## config.mk

```make
export PLATFORM = sky130hd
export DESIGN_NAME = relay_command_frame_sequencer_top
export DESIGN_NICKNAME = d
export VERILOG_FILES = /design/src/rcfs_pkg.sv /design/src/rcfs_parser.sv /design/src/rcfs_relay_timers.sv /design/src/relay_command_frame_sequencer_top.sv
export SDC_FILE = /design/constraint.sdc
export NUM_CORES = 1
export LEC_CHECK = 0
export ABC_AREA = 1
export ABC_CLOCK_PERIOD_IN_PS = 7200
export BUFFER_PORTS_ARGS = -buffer_cell sky130_fd_sc_hd__buf_2
export CORE_UTILIZATION = 35
export CTS_BUF_LIST = sky130_fd_sc_hd__clkbuf_2 sky130_fd_sc_hd__clkbuf_4 sky130_fd_sc_hd__clkbuf_8
export CTS_CLUSTER_DIAMETER = 30
export CTS_CLUSTER_SIZE = 40
export DETAILED_ROUTE_END_ITERATION = 12
export PLACE_DENSITY = 0.48
export SYNTH_ARGS = -nofsm -noshare
export SYNTH_HDL_FRONTEND = slang
export SYNTH_SLANG_ARGS = --single-unit
```

## constraint.sdc

```tcl
create_clock -name clk -period 7.2 [get_ports clk]
set_input_delay 1.08 -clock clk [delete_from_list [all_inputs] [get_ports clk]]
set_output_delay 1.08 -clock clk [all_outputs]
set_load 0.05 [all_outputs]
```

## src/rcfs_pkg.sv

```systemverilog
package rcfs_pkg;

  localparam int CFG_IDX_W  = 1;
  localparam int CFG_DATA_W = 16;

  localparam logic [CFG_IDX_W-1:0] REG_PULSE_MS         = 1'd0;
  localparam logic [CFG_IDX_W-1:0] REG_RECOVERY_HOLD_MS = 1'd1;

  localparam logic [15:0] PULSE_MS_RESET         = 16'd1000;
  localparam logic [15:0] RECOVERY_HOLD_MS_RESET = 16'd60000;

  // magic 0xAA55 arrives low byte first
  localparam logic [7:0]  MAGIC_LO      = 8'h55;
  localparam logic [7:0]  MAGIC_HI      = 8'hAA;
  localparam logic [7:0]  CMD_TYPE      = 8'd2;
  localparam logic [15:0] MIN_CMD_LEN   = 16'd3;
  localparam int          MATCH_BYTES   = 4;

  localparam logic [23:0] NAME_PWR = "PWR";
  localparam logic [23:0] NAME_RST = "RST";
  localparam logic [23:0] NAME_REC = "REC";

  typedef enum logic [2:0] {
    EV_NONE     = 3'd0,
    EV_POWER    = 3'd1,
    EV_RESET    = 3'd2,
    EV_RECOVERY = 3'd3,
    EV_DROP     = 3'd4
  } ev_t;

  // one word moving from the input register to the result register
  typedef struct packed {
    logic       go;
    logic       tick;
    logic [7:0] data;
    logic       last;
  } rcfs_step_t;

  typedef struct packed {
    logic power;
    logic reset;
    logic recovery;
  } rcfs_relays_t;

endpackage

```

## src/rcfs_parser.sv

```systemverilog
module rcfs_parser import rcfs_pkg::*; (
  input  logic       clk,
  input  logic       rst_n,
  input  rcfs_step_t step,
  output ev_t        ev
);

  typedef enum logic [2:0] {
    PH_MAGIC0  = 3'd0,
    PH_MAGIC1  = 3'd1,
    PH_TYPE    = 3'd2,
    PH_LEN_LO  = 3'd3,
    PH_LEN_HI  = 3'd4,
    PH_PAYLOAD = 3'd5
  } phase_t;

  localparam int WIN_W = 8 * MATCH_BYTES;

  phase_t            phase_r, phase_nxt;
  logic              discard_r, discard_nxt;
  logic [7:0]        type_r, type_nxt;
  logic [15:0]       len_r, len_nxt;
  logic [15:0]       cnt_r, cnt_nxt;
  logic [WIN_W-1:0]  win_r, win_nxt;
  logic [15:0]       cnt_inc;
  logic [15:0]       len_full;
  logic              byte_go;
  logic              finish;

  function automatic logic name_match(input logic [WIN_W-1:0] w, input logic [23:0] name);
    logic [7:0] b0, b1, b2, b3;
    logic       plain, digit;
    b0 = w[7:0];
    b1 = w[15:8];
    b2 = w[23:16];
    b3 = w[31:24];
    plain = (b0 == name[23:16]) && (b1 == name[15:8]) && (b2 == name[7:0]);
    digit = (b0 >= "0") && (b0 <= "9") && (b1 == name[23:16]) &&
            (b2 == name[15:8]) && (b3 == name[7:0]);
    return plain || digit;
  endfunction

  assign byte_go  = step.go && !step.tick;
  assign cnt_inc  = cnt_r + 16'd1;
  assign len_full = {step.data, len_r[7:0]};

  always_comb begin
    phase_nxt   = phase_r;
    discard_nxt = discard_r;
    type_nxt    = type_r;
    len_nxt     = len_r;
    cnt_nxt     = cnt_r;
    win_nxt     = win_r;
    finish      = 1'b0;
    ev          = EV_NONE;
    if (byte_go) begin
      if (discard_r) begin
        // drop everything up to the end of the buffer
        if (step.last) begin
          discard_nxt = 1'b0;
        end
        phase_nxt = PH_MAGIC0;
      end else begin
        unique case (phase_r)
          PH_MAGIC0: begin
            if (step.data != MAGIC_LO) begin
              discard_nxt = !step.last;
              ev          = EV_DROP;
            end else begin
              phase_nxt = PH_MAGIC1;
            end
          end
          PH_MAGIC1: begin
            if (step.data != MAGIC_HI) begin
              phase_nxt   = PH_MAGIC0;
              discard_nxt = !step.last;
              ev          = EV_DROP;
            end else begin
              phase_nxt = PH_TYPE;
            end
          end
          PH_TYPE: begin
            type_nxt  = step.data;
            phase_nxt = PH_LEN_LO;
          end
          PH_LEN_LO: begin
            len_nxt   = {8'h00, step.data};
            phase_nxt = PH_LEN_HI;
          end
          PH_LEN_HI: begin
            len_nxt = len_full;
            win_nxt = '0;
            cnt_nxt = '0;
            // empty packet never matches a command
            phase_nxt = (len_full == 16'd0) ? PH_MAGIC0 : PH_PAYLOAD;
          end
          PH_PAYLOAD: begin
            if (cnt_r[15:2] == 14'd0) begin
              win_nxt[{cnt_r[1:0], 3'b000} +: 8] = step.data;
            end
            cnt_nxt = cnt_inc;
            if (cnt_inc >= len_r) begin
              finish    = 1'b1;
              phase_nxt = PH_MAGIC0;
            end
          end
          default: phase_nxt = PH_MAGIC0;
        endcase
        if (finish && (type_r == CMD_TYPE) && (len_r >= MIN_CMD_LEN)) begin
          if (name_match(win_nxt, NAME_PWR)) begin
            ev = EV_POWER;
          end else if (name_match(win_nxt, NAME_RST)) begin
            ev = EV_RESET;
          end else if (name_match(win_nxt, NAME_REC)) begin
            ev = EV_RECOVERY;
          end
        end
        // buffer ended inside a frame
        if (step.last && (phase_nxt != PH_MAGIC0)) begin
          phase_nxt = PH_MAGIC0;
          ev        = EV_DROP;
        end
      end
    end
  end

  always_ff @(posedge clk) begin
    if (!rst_n) begin
      phase_r   <= PH_MAGIC0;
      discard_r <= 1'b0;
    end else begin
      phase_r   <= phase_nxt;
      discard_r <= discard_nxt;
    end
  end

  always_ff @(posedge clk) begin
    type_r <= type_nxt;
    len_r  <= len_nxt;
    cnt_r  <= cnt_nxt;
    win_r  <= win_nxt;
  end

endmodule

```

## src/rcfs_relay_timers.sv

```systemverilog
module rcfs_relay_timers import rcfs_pkg::*; (
  input  logic                  clk,
  input  logic                  rst_n,
  input  logic                  cfg_we,
  input  logic [CFG_IDX_W-1:0]  cfg_index,
  input  logic [CFG_DATA_W-1:0] cfg_wdata,
  input  rcfs_step_t            step,
  input  ev_t                   ev,
  output rcfs_relays_t          relays_nxt
);

  typedef enum logic [1:0] {
    RS_IDLE  = 2'd0,
    RS_RESET = 2'd1,
    RS_HOLD  = 2'd2
  } rec_step_t;

  logic [15:0]  pulse_ms_r;
  logic [15:0]  recovery_hold_ms_r;
  logic [15:0]  pwr_timer_r, pwr_timer_nxt;
  logic [15:0]  rst_timer_r, rst_timer_nxt;
  logic [15:0]  rec_timer_r, rec_timer_nxt;
  logic [15:0]  rec_timer_dec;
  rec_step_t    rec_step_r, rec_step_nxt;
  rcfs_relays_t relays_r;
  logic [15:0]  pulse_len;
  logic [15:0]  hold_len;

  // a zero setting acts as one tick
  assign pulse_len     = (pulse_ms_r == 16'd0) ? 16'd1 : pulse_ms_r;
  assign hold_len      = (recovery_hold_ms_r == 16'd0) ? 16'd1 : recovery_hold_ms_r;
  assign rec_timer_dec = (rec_timer_r != 16'd0) ? rec_timer_r - 16'd1 : rec_timer_r;

  always_comb begin
    pwr_timer_nxt = pwr_timer_r;
    rst_timer_nxt = rst_timer_r;
    rec_timer_nxt = rec_timer_r;
    rec_step_nxt  = rec_step_r;
    relays_nxt    = relays_r;
    if (step.go && step.tick) begin
      if (pwr_timer_r != 16'd0) begin
        pwr_timer_nxt = pwr_timer_r - 16'd1;
        if (pwr_timer_r == 16'd1) begin
          relays_nxt.power = 1'b0;
        end
      end
      if (rst_timer_r != 16'd0) begin
        rst_timer_nxt = rst_timer_r - 16'd1;
        if (rst_timer_r == 16'd1) begin
          relays_nxt.reset = 1'b0;
        end
      end
      case (rec_step_r)
        RS_RESET: begin
          rec_timer_nxt = rec_timer_dec;
          if (rec_timer_dec == 16'd0) begin
            // release reset, keep recovery for the hold time
            relays_nxt.reset = 1'b0;
            rec_timer_nxt    = hold_len;
            rec_step_nxt     = RS_HOLD;
          end
        end
        RS_HOLD: begin
          rec_timer_nxt = rec_timer_dec;
          if (rec_timer_dec == 16'd0) begin
            relays_nxt.recovery = 1'b0;
            rec_step_nxt        = RS_IDLE;
          end
        end
        default: ;
      endcase
    end else if (step.go) begin
      case (ev)
        EV_POWER: begin
          relays_nxt.power = 1'b1;
          pwr_timer_nxt    = pulse_len;
        end
        EV_RESET: begin
          relays_nxt.reset = 1'b1;
          rst_timer_nxt    = pulse_len;
        end
        EV_RECOVERY: begin
          relays_nxt.reset    = 1'b1;
          relays_nxt.recovery = 1'b1;
          rec_timer_nxt       = pulse_len;
          rec_step_nxt        = RS_RESET;
        end
        default: ;
      endcase
    end
  end

  always_ff @(posedge clk) begin
    if (!rst_n) begin
      pulse_ms_r         <= PULSE_MS_RESET;
      recovery_hold_ms_r <= RECOVERY_HOLD_MS_RESET;
      pwr_timer_r        <= '0;
      rst_timer_r        <= '0;
      rec_timer_r        <= '0;
      rec_step_r         <= RS_IDLE;
      relays_r           <= '0;
    end else begin
      if (cfg_we) begin
        unique case (cfg_index)
          REG_PULSE_MS:         pulse_ms_r         <= cfg_wdata;
          REG_RECOVERY_HOLD_MS: recovery_hold_ms_r <= cfg_wdata;
          default: ;
        endcase
      end
      pwr_timer_r <= pwr_timer_nxt;
      rst_timer_r <= rst_timer_nxt;
      rec_timer_r <= rec_timer_nxt;
      rec_step_r  <= rec_step_nxt;
      relays_r    <= relays_nxt;
    end
  end

endmodule

```

## src/relay_command_frame_sequencer_top.sv

```systemverilog
// channel  | ports                                        | direction
// input    | in_valid, in_stall, in_command, in_data_byte, | words in
//          | in_last_of_buffer                            |
// result   | out_valid, out_stall, out_relay_*, out_event_res | words out
// config   | cfg_we, cfg_index, cfg_wdata                 | register writes
//
// One word per cycle while out_stall is low; a word enters the input register,
// then the parser and relay timers update as it moves into the result register.
// Reset (rst_n low, synchronous) empties both registers, returns the parser to
// magic search, clears timers and relays and loads the two default settings.
// out_stall holds the result register; the input register still advances
// whenever the result register is empty or being taken.
module relay_command_frame_sequencer_top import rcfs_pkg::*; (
  input  logic                  clk,
  input  logic                  rst_n,
  input  logic                  in_valid,
  output logic                  in_stall,
  input  logic                  in_command,
  input  logic [7:0]            in_data_byte,
  input  logic                  in_last_of_buffer,
  output logic                  out_valid,
  input  logic                  out_stall,
  output logic                  out_relay_power,
  output logic                  out_relay_reset,
  output logic                  out_relay_recovery,
  output logic [2:0]            out_event_res,
  input  logic                  cfg_we,
  input  logic [CFG_IDX_W-1:0]  cfg_index,
  input  logic [CFG_DATA_W-1:0] cfg_wdata
);

  logic         s1_valid_r;
  logic         s1_command_r;
  logic [7:0]   s1_byte_r;
  logic         s1_last_r;
  logic         out_valid_r;
  rcfs_relays_t out_relays_r;
  ev_t          out_event_r;
  logic         out_free;
  logic         adv;
  logic         in_take;
  rcfs_step_t   step;
  ev_t          parser_ev;
  rcfs_relays_t relays_nxt;

  assign out_free = !out_valid_r || !out_stall;
  assign adv      = s1_valid_r && out_free;
  assign in_stall = s1_valid_r && !out_free;
  assign in_take  = in_valid && !in_stall;

  assign step.go   = adv;
  assign step.tick = s1_command_r;
  assign step.data = s1_byte_r;
  assign step.last = s1_last_r;

  rcfs_parser u_parser (
    .clk   (clk),
    .rst_n (rst_n),
    .step  (step),
    .ev    (parser_ev)
  );

  rcfs_relay_timers u_timers (
    .clk        (clk),
    .rst_n      (rst_n),
    .cfg_we     (cfg_we),
    .cfg_index  (cfg_index),
    .cfg_wdata  (cfg_wdata),
    .step       (step),
    .ev         (parser_ev),
    .relays_nxt (relays_nxt)
  );

  always_ff @(posedge clk) begin
    if (!rst_n) begin
      s1_valid_r  <= 1'b0;
      out_valid_r <= 1'b0;
    end else begin
      if (in_take) begin
        s1_valid_r <= 1'b1;
      end else if (adv) begin
        s1_valid_r <= 1'b0;
      end
      if (adv) begin
        out_valid_r <= 1'b1;
      end else if (!out_stall) begin
        out_valid_r <= 1'b0;
      end
    end
  end

  always_ff @(posedge clk) begin
    if (in_take) begin
      s1_command_r <= in_command;
      s1_byte_r    <= in_data_byte;
      s1_last_r    <= in_last_of_buffer;
    end
    if (adv) begin
      out_relays_r <= relays_nxt;
      out_event_r  <= parser_ev;
    end
  end

  assign out_valid          = out_valid_r;
  assign out_relay_power    = out_relays_r.power;
  assign out_relay_reset    = out_relays_r.reset;
  assign out_relay_recovery = out_relays_r.recovery;
  assign out_event_res      = out_event_r;

  // a tick never reports an event
  a_tick_no_event: assert property (@(posedge clk) disable iff (!rst_n)
    adv && s1_command_r |=> out_event_res == EV_NONE)
    else $error("tick produced an event");

  a_power_on: assert property (@(posedge clk) disable iff (!rst_n)
    adv && (parser_ev == EV_POWER) |=> out_relay_power)
    else $error("power command did not energize power relay");

  a_recovery_on: assert property (@(posedge clk) disable iff (!rst_n)
    adv && (parser_ev == EV_RECOVERY) |=> out_relay_recovery && out_relay_reset)
    else $error("recovery command did not energize recovery and reset relays");

  a_word_moves: assert property (@(posedge clk) disable iff (!rst_n)
    adv |=> out_valid)
    else $error("word left input register without a result");

endmodule

```

# Yosys cells after proc, flatten, opt, wreduce, memory -nomap -nowiden
# Index checks and enable logic that the tools add are counted.
op_classes:
  n_addsub: 5
  order_cmp: 4
  eq_ne: 37
  shifts: 2
  mux: 74
  bitwise_logic: 3
  reduce_logical: 62
ops:
  columns: ["operator", "count"]
  rows:
  - ["$mux 16", 15]
  - ["$eq 8x7->1 const B", 16]
  - ["$mux 32", 3]
  - ["$pmux 16 s2", 3]
  - ["$logic_not 16->1", 4]
  - ["$pmux 32 s2", 1]
  - ["$mux 3", 18]
  - ["$reduce_bool 16->1", 3]
  - ["$sub 16x1->16 const B", 3]
  - ["$bwmux 32", 1]
  - ["$eq 16x1->1 const B", 2]
  - ["$shift 8x7->32 const A", 1]
  - ["$shiftx 8x7->32", 1]
  - ["$logic_and 1x1->1", 23]
  - ["$mux 1", 23]
  - ["$pmux 3 s6", 1]
  - ["$reduce_and 3->1", 6]
  - ["$add 16x1->16 const B", 1]
  - ["$ge 16x16->1", 1]
  - ["$ge 16x2->1 const B", 1]
  - ["$logic_not 14->1", 1]
  - ["$reduce_bool 2->1", 7]
  - ["$eq 3x2->1 const B", 4]
  - ["$mux 2", 6]
  - ["other kinds (25)", 42]
totals:
  register_bits: 179
  out_inout_bits: 8
  wordCells: 212

# Depth between registers and ports, before layout
# Gate-level depths: netlist (run 1).
depth:
  word_depth: 25
  mapped_depth: 32
  depth_no_buf: 31

# Hierarchy
# A second synthesis (run 1) with hierarchy kept.
hier_totals:
  hier_cells: 1511
  hier_area_um2: 10862.9
modules_own_cells:
  columns: ["module", "n_inst", "cells_per_inst", "area_per_inst_um2"]
  rows:
  - ["rcfs_parser", 1, 724, 5376.4]
  - ["rcfs_relay_timers", 1, 758, 4911.0]
  - ["relay_command_frame_sequencer_top", 1, 29, 575.6]

# Worst setup path after synthesis (run 1)
# OpenSTA, ideal clock, no wires.
synth_path:
  path_kind: "in2reg"
  start: "input out_stall"
  end: "register u_parser.cnt_r[0] (enable)"
  setup_ns: 0.389
  arrival_ns: 4.392
  required_ns: 6.811
  slack_ns: 2.419
  cell_stages: 9
  path_buffers: 0
  path_cell_list: "nand2_1 inv_1 nor2_1 inv_1 nor2_1 inv_1 nor2_1 inv_1 nor2_1"
synth_between:
  elab_chain_len: 5
synth_lines:
  columns: ["element", "line_no", "source"]
  rows:
  - ["from (decl)", "relay_command_frame_sequencer_top.sv:22", "input logic out_stall,"]
  - ["$logic_not 1->1", null, null]
  - ["$logic_or 1x1->1", "relay_command_frame_sequencer_top.sv:46", "assign out_free = !out_valid_r || !out_stall;"]
  - ["$logic_and 1x1->1", "relay_command_frame_sequencer_top.sv:47", "assign adv = s1_valid_r && out_free;"]
  - ["named net adv", "relay_command_frame_sequencer_top.sv:40", "logic adv;"]
  - ["$logic_and 1x1->1", "rcfs_parser.sv:43", "assign byte_go = step.go && !step.tick;"]
  - ["$reduce_and 3->1 (no line)", null, null]
  - ["to (signal assigned)", "rcfs_parser.sv:140", "cnt_r <= cnt_nxt;"]
  - ["to (decl)", "rcfs_parser.sv:23", "logic [15:0] cnt_r, cnt_nxt;"]
# The timed path passes the listed nets, and every way through them passes these cells.
# A chain may end at the register's enable or synchronous reset.

# Worst setup path after layout (run 1)
layout_path:
  start: "register u_parser.cnt_r[0]"
  end: "register u_timers.rst_timer_r[4]"
layout_lines:
  columns: ["element", "line_no", "source"]
  rows:
  - ["$add 16x1->16 (*)", "rcfs_parser.sv:44", "assign cnt_inc = cnt_r + 16'd1;"]
  - ["named net u_parser.cnt_inc[12]", "rcfs_parser.sv:25", "logic [15:0] cnt_inc;"]
  - ["$ge 16x16->1 (*)", "rcfs_parser.sv:102", "if (cnt_inc >= len_r) begin"]
  - ["parallel branches: the longest is 7 deep, another holds $pmux 3 s6", null, null]
  - ["$mux 3 (*)", "rcfs_parser.sv:119", "if (step.last && (phase_nxt != PH_MAGIC0)) begin"]
  - ["$mux 3 (*)", "rcfs_parser.sv:57", "if (discard_r) begin"]
  - ["$mux 3 (*)", "rcfs_parser.sv:56", "if (byte_go) begin"]
  - ["$eq 3x2->1 (*)", "rcfs_relay_timers.sv:73", "case (ev)"]
  - ["$reduce_bool 2->1 (no line) (*)", null, null]
  - ["$reduce_and 3->1 (no line) (*)", null, null]
  - ["to (signal assigned)", "rcfs_relay_timers.sv:111", "rst_timer_r <= rst_timer_nxt;"]
  - ["to (decl)", "rcfs_relay_timers.sv:21", "logic [15:0] rst_timer_r, rst_timer_nxt;"]
# Mark *: on every way through the listed nets, which the timed path passes. The select of a mux whose other input is x is not followed.

==> summary.md, run 1 <==
| Metric | Value |
|---|---|
| Outcome | finished, final reports clean |
| Global-route wire length before repair | 48,200 µm |
| CTS tree | done |
| DR vias | 9,494 |
| Worst r2r dst | u_timers.rst_timer_r[4] |
| Worst reg-to-reg path cell count | 30 |
| Htree depth | 4 |
| Die H | 178 µm |
| Clk sinks | 179 |
| ANT cells | 0 |
| Tot GR Track Use | 0.196 |
| Clock transition at path regs | 0.10 ns |
| Clock Root Buffer | clkbuf_8 |
| CP Capture Type | flip-flop |
| Port buffer count | 39 |
| DP Area | 11,400 µm² |
| Fin nets | 1,585 |
| Max incr delay on CP | 0.61 ns |
| Gr ovfl total | 0 |
| RD Place Congestion | 0.852 |
| Post-synth design cell area | 10,900 µm² |
| Fin area | 11,800 µm² |
| Rows | 64 |
| Largest delay share family, worst path | simple AND/OR/NAND/NOR gates |
| Sequential share of the synthesized area | 0.411 |
| Hold Crit Start | u_parser.discard_r |
| Leakage power | 5.40 nW |
| EDFF count, synth | 88 |
| WHS Path Cells | 2 |
| DP HPWL | 22,300 µm |
| Max Cap Viol | 0 |
| Final TNS setup | 0 ns |
| Reg2Reg Setup Slack | 2.40 ns |
| Placed cells | 1,901 |
| Worst slew pin tran | 1.25 ns |
| Sequential cell area | 4460 µm² |
| Max stage delay cell, worst path | edfxtp_1 |
| Multi-input gate area | 5490 µm² |
| Initial cell density of the core | 0.355 |
| Die Area | 31,800 µm² |
| Fill count | 3,291 |
| Hold endpoint | u_parser.discard_r |
| Unrepaired setup endpoints after global routing | no |
| Register bit total from synthesis | 179 |
| WL/cell | 15.5 µm |
| Most used DFF post-synth | dfxtp_1 |
| Core box area | 30,600 µm² |
| # IOs | 40 |
| Period utilization | 0.667 |
| Largest net degree at the start of global routing | 82 |
| CP Class | reg2reg |
| Count of cell types in the netlist | 49 |
| Die W | 178 µm |
| Worst vdd ir | 0.135 mV |
| DR pass1 iterations | 6 |
| Post-synthesis async set-or-reset flop share | 0 |
| Vias in the first global route | 9,097 |
| Normalized max-slew margin | 0.164 |
| Syn Area/Cell | 7.25 µm² |
| Final setup vio count | 0 |
| Final slew viol count | 0 |
| HP Class | reg2reg |
| Later-pin clock latency in the skew report | 0.49 ns |
| Power Density | 174 nW/µm² |
| Worst setup SP type | flip-flop |
| Setup bufs post-CTS | 0 |
| Finished Core Util | 0.386 |
| DRT antenna net count | 0 |
| Area Overhead vs Synth | 8.49% |
| Critical Path AT | 5.18 ns |
| Starting DRC count in detailed routing | 640 |
| FF-to-FF Start | u_parser.cnt_r[0] |
| Min Tclk post-route | 4.80 ns |
| Final Power | 0.00205 W |
| Routed vias/inst | 4.91 |
| Initial antenna violation count | 0 |
| Share of post-route cells with drive strength above 1 | 0.101 |
| Worst Path Buf+Inv | 8 |
| DRC viols | 0 |
| Number of buffers created by CTS | 17 |
| Post-synthesis cell count | 1,500 |
| Post-CTS Resized | 0 |
| Worst Path Max Fanout | 32 |
| Drt total wl | 29,900 µm |
| Crit-path most repeated cell | inv_1 |
| Clock buffer depth | 2 |
| Finished Layout Cells | 1,933 |
| Fin. Hold Viols | 0 |
| Maximum clock rate | 0.208 GHz |
| Skew final | 0.0226 ns |
| Warning count from the yosys run | 0 |
| WP data required | 7.57 ns |
| Syn_nets | 1,561 |
| Hold buffer count at cts | 0 |
[worst min-delay path, cell delays in order (launching register included)]
cell and delay, ns:
dfxtp_1 0.33, nand2_1 0.06, a21oi_1 0.05
[stage by stage]
step	setup slack [ns]	hold WS (ns)
floorplan	2.42	0.444
global placement	2.51	0.462
detailed placement	2.32	0.469
CTS	2.29	0.484
global route	1.50	0.498
finish	2.40	0.481
[cell type report]
| cell class | count | share of cell area |
|---|---|---|
| inverters | 183 | 0.0582 |
| clock inverters | 10 | 0.0101 |
| multi-input cells | 1097 | 0.466 |
| repair buffers | 46 | 0.0210 |
| flip-flops and latches | 179 | 0.378 |
| clock buffers | 22 | 0.0246 |
| well taps | 396 | 0.0420 |
[metal layers]
metal	vias to the layer above	part of all wire	track usage
met5	-	0	0
met4	0	0.019	0.0533
met3	29	0.035	0.0341
met2	172	0.48	0.334
met1	4353	0.46	0.253
li1	4940	-	-
[registers in the layout, indices dropped and copies added (netlist names), 3 cells and up]
register and flops:
u_parser.win_r 32, u_parser.cnt_r 16, u_parser.len_r 16, u_timers.pulse_ms_r 16, u_timers.pwr_timer_r 16, u_timers.rec_timer_r 16, u_timers.recovery_hold_ms_r 16, u_timers.rst_timer_r 16
s1_byte_r 8, u_parser.type_r 8, out_event_res 3, u_parser.phase_r 3, u_timers.relays_r 3
[worst max-delay path by stage]
stage                      startpoint                  endpoint  slack (ns)  cells past startpoint
floorplan                   out_stall         u_parser.cnt_r[0]        2.42                      9
CTS                 u_parser.cnt_r[0]  u_timers.rst_timer_r[15]        2.29                     30
global route        u_parser.cnt_r[0]  u_timers.rst_timer_r[10]        1.50                     30
finish              u_parser.cnt_r[0]   u_timers.rst_timer_r[4]        2.40                     30
global placement    u_parser.cnt_r[0]  u_timers.rst_timer_r[12]        2.51                     30
detailed placement  u_parser.cnt_r[0]  u_timers.rst_timer_r[13]        2.32                     30
[power breakdown]
part / switching [W] / internal, W / total [W] / leakage [nW]
clock network: 0.000394 / 0.000348 / 0.000743 / 0.216
registers: 0.0000239 / 0.00109 / 0.00112 / 1.53
logic: 0.000133 / 0.0000603 / 0.000194 / 3.65
total: 0.000552 / 0.00150 / 0.00205 / 5.40
[cells in the final DEF, fill, tap and decap left out, types with 3 or more instances in the layout]
master and instances:
nor3b_1 3, o31ai_1 3, buf_4 7, nor4_1 18
inv_4 3, o21ai_1 10, a21boi_0 5, nor3_1 30
a21oi_1 58, or2_2 5, ha_1 29, nand3b_1 3
nand3_2 5, a41o_1 3, nor2_4 4, nand3_1 105
nor2_2 11, xnor2_1 5, inv_1 168, o21ai_2 5
nor2_1 305, xor2_1 25, inv_6 3, nand2_4 4
buf_2 39, nand2_2 18, edfxtp_1 88, nand4_4 5
inv_2 14, clkbuf_8 20, o21ai_0 70, dfxtp_1 91
nand4_1 37, nand2_1 312
[cells by family after synthesis]
family / synth area share
xor+xnor: 0.0242
mux: 0.000921
flops: 0.411
simple gates: 0.362
fa+ha+maj: 0.0334
compound gates: 0.0842
buf+inv: 0.0845
[synth_stat cells, types with 3 or more instances]
cell,count,share of area
o21ai_2,5,0.0040
a21oi_1,58,0.027
xnor2_1,5,0.0040
nand3b_1,3,0.0021
a21boi_0,5,0.0035
nand2_2,18,0.010
o21ai_0,70,0.032
nand2_1,312,0.11
ha_1,29,0.033
nand3_1,105,0.048
nor3b_1,3,0.0021
nand4_4,5,0.0098
nand4_1,37,0.021
buf_4,3,0.0021
buf_1,4,0.0014
nand2_4,4,0.0041
xor2_1,25,0.020
nor2_4,4,0.0041
o31ai_1,3,0.0021
buf_6,8,0.0083
nor3_1,30,0.014
nor4_1,18,0.010
edfxtp_1,88,0.24
or2_2,5,0.0029
buf_2,5,0.0023
clkbuf_1,21,0.0073
a41o_1,3,0.0028
dfxtp_1,91,0.17
o21ai_1,10,0.0046
nand3_2,5,0.0046
inv_1,168,0.058
nor2_2,10,0.0058
inv_2,14,0.0048
nor2_1,306,0.11
Note: power is estimated with default switching activity, not from simulation.
==> run 2, diff against run 1 <==
--- a/config.mk
+++ b/config.mk
@@ -6,14 +6,14 @@
 export NUM_CORES = 1
 export LEC_CHECK = 0
 export ABC_AREA = 1
-export ABC_CLOCK_PERIOD_IN_PS = 7200
+export ABC_CLOCK_PERIOD_IN_PS = 4100
 export BUFFER_PORTS_ARGS = -buffer_cell sky130_fd_sc_hd__buf_2
 export CORE_UTILIZATION = 35
 export CTS_BUF_LIST = sky130_fd_sc_hd__clkbuf_2 sky130_fd_sc_hd__clkbuf_4 sky130_fd_sc_hd__clkbuf_8
 export CTS_CLUSTER_DIAMETER = 30
 export CTS_CLUSTER_SIZE = 40
 export DETAILED_ROUTE_END_ITERATION = 12
-export PLACE_DENSITY = 0.48
+export PLACE_DENSITY = 0.5
 export SYNTH_ARGS = -nofsm -noshare
 export SYNTH_HDL_FRONTEND = slang
 export SYNTH_SLANG_ARGS = --single-unit
==> constraint.sdc (replaced) <==
create_clock -name clk -period 4.1 [get_ports clk]
set_input_delay 0.615 -clock clk [delete_from_list [all_inputs] [get_ports clk]]
set_output_delay 0.615 -clock clk [all_outputs]
set_load 0.05 [all_outputs]
==> run 2 against run 1 <==
Total power rose by 76%. Die area did not move. Design area rose by 5.9%. Critical path depth rose by 2. Clock power rose by 75%. Sequential share of layout area fell by 2.1 points. Critical path type unchanged. Largest cell class unchanged.
==> summary.md, run 2 (synthesized netlist as in run 1, its figures left out) <==
| Metric | Value |
|---|---|
| Max reg flops | 32 (unchanged) |
| Routed vias/inst | 4.94 (+0.55%) |
| CTS tree | done |
| Port buffer count | 39 (unchanged) |
| Worst reg-to-reg path cell count | 32 (+6.7%) |
| Share of post-route cells with drive strength above 1 | 0.159 (+0.0573) |
| DRC viols | 0 (unchanged) |
| DRT antenna net count | 0 (unchanged) |
| WL/cell | 15.7 µm (+1.4%) |
| Finished Layout Cells | 1,970 (+1.9%) |
| Finished Core Util | 0.408 (+0.0229) |
| Unrepaired setup endpoints after global routing | yes |
| Die W | 178 µm (unchanged) |
| Core box area | 30,600 µm² (unchanged) |
| RD Place Congestion | 0.872 (+2.3%) |
| Worst vdd ir | 0.198 mV (+47%) |
| DP Area | 11,600 µm² (+1.7%) |
| Drt total wl | 30,900 µm (+3.4%) |
| Placed cells | 1,924 (+1.2%) |
| Clk sinks | 179 (unchanged) |
| DR pass1 iterations | 5 (-1) |
| Outcome | finished, final reports clean |
| # IOs | 40 (unchanged) |
| Critical Path AT | 4.39 ns (-0.79 ns) |
| Gr ovfl total | 0 (unchanged) |
| Normalized max-slew margin | 0.427 (+0.263) |
| Starting DRC count in detailed routing | 645 (+0.78%) |
| Clock buffer depth | 2 (unchanged) |
| Max stage delay cell, worst path | edfxtp_1 |
| Tot GR Track Use | 0.197 (+0.00115) |
| Commonest cells after routing, fill and taps aside | nand2_1 (303), nor2_1 (289), inv_1 (164) |
| Min Tclk post-route | 3.99 ns (-0.810 ns) |
| Largest net degree at the start of global routing | 52 (-37%) |
| WHS Path Cells | 1 (-1) |
| ANT cells | 0 (unchanged) |
| Max incr delay on CP | 0.39 ns (-0.22 ns) |
| Die Area | 31,800 µm² (unchanged) |
| Clock transition at path regs | 0.10 ns (about the same) |
| Worst slew pin tran | 0.858 ns (-0.392 ns) |
| Fin area | 12,500 µm² (+5.9%) |
| Skew final | 0.0141 ns (-0.00846 ns) |
| CP Capture Type | flip-flop |
| Initial cell density of the core | 0.355 (unchanged) |
| WP data required | 4.49 ns (-3.08 ns) |
| Period utilization | 0.974 (+0.307) |
| Final setup vio count | 0 (unchanged) |
| Die H | 178 µm (unchanged) |
| Final TNS setup | 0 ns (unchanged) |
| Worst Path Max Fanout | 8 (-75%) |
| Vias in the first global route | 9,166 (+0.76%) |
| CP Class | reg2reg |
| Area Overhead vs Synth | 14.9% |
| Clock Root Buffer | clkbuf_8 |
| Fill count | 3,246 (-1.4%) |
| Max Cap Viol | 0 (unchanged) |
| DR vias | 9,729 (+2.5%) |
| Fin nets | 1,622 (+2.3%) |
| Fin. Hold Viols | 0 (unchanged) |
| HP Class | in2reg |
| Initial antenna violation count | 0 (unchanged) |
| Crit-path most repeated cell | inv_2 |
| Final slew viol count | 0 (unchanged) |
| Leakage power | 5.66 nW (+4.9%) |
| Maximum clock rate | 0.250 GHz (+20%) |
| DP HPWL | 22,600 µm (+1.1%) |
| Fin Hold WS | 0.291 ns (-0.191 ns) |
| Global-route wire length before repair | 48,500 µm (+0.69%) |
| Htree depth | 4 (unchanged) |
| Later-pin clock latency in the skew report | 0.50 ns (about the same) |
| Power Density | 290 nW/µm² (+66%) |
| Number of buffers created by CTS | 17 (unchanged) |
| Rows | 64 (unchanged) |
| Commonest non-fill, non-tap cell in the layout | nand2_1 |
| Largest register by flop count | u_parser.win_r |
| Worst setup SP type | flip-flop |
[run 2: power breakdown]
| group | leakage, nW | internal (W) | switching, W |
|---|---|---|---|
| clock | 0.210 | 0.000530 | 0.000768 |
| combinational | 3.92 | 0.000115 | 0.000245 |
| sequential | 1.53 | 0.00192 | 0.0000426 |
[run 2: cell type report]
cell class	instances	area [µm²]	area share
Tap cell	396	495	0.0397
Multi-Input combinational cell	1100	5810	0.465
Clock buffer	18	248	0.0198
Sequential cell	179	4460	0.357
Clock inverter	14	159	0.0127
Inverter	183	694	0.0556
Timing Repair Buffer	80	628	0.0503
[run 2: metrics by stage]
stage | setup WS (ns) | total power [W]
after CTS | 0.0988 | 0.00365
final | 0.106 | 0.00362
after floorplan | 0.246 | 0.00222
after detailed placement | 0.00316 | 0.00235
after global placement | 0.0807 | 0.00235
after global routing | -0.244 | 0.00378
[run 2: what timing repair did]
action                     4_1_cts  5_1_grt
pin swaps                        0       31
gates cloned                     0        7
hold buffers                     0        0
resized for setup                1       77
buffers inserted                 0        7
setup endpoints to repair       11       56
[run 2: metal layers]
layer	GRT usage	share of wire
met1	0.262	0.47
met2	0.330	0.48
met3	0.0264	0.031
met4	0.0607	0.018
met5	0	0
[run 2: final timing paths]
kind                              from                       to  slack (ns)
setup / recovery     u_parser.cnt_r[1]  u_timers.rst_timer_r[9]        0.11
hold / removal         in_data_byte[2]             s1_byte_r[2]        0.29
setup reg to reg     u_parser.cnt_r[1]  u_timers.rst_timer_r[9]        0.11
hold reg to reg   u_timers.relays_r[2]     u_timers.relays_r[2]        0.49
[run 2: critical path, delay by kind of cell, from the launching register on]
kind / cells / cell delay [ns]
AND/OR/NAND/NOR: 21 / 2.17
buffers and inverters: 8 / 0.70
adder cells (fa/ha/maj): 2 / 0.47
flip-flops: 1 / 0.39
XOR/XNOR: 1 / 0.19
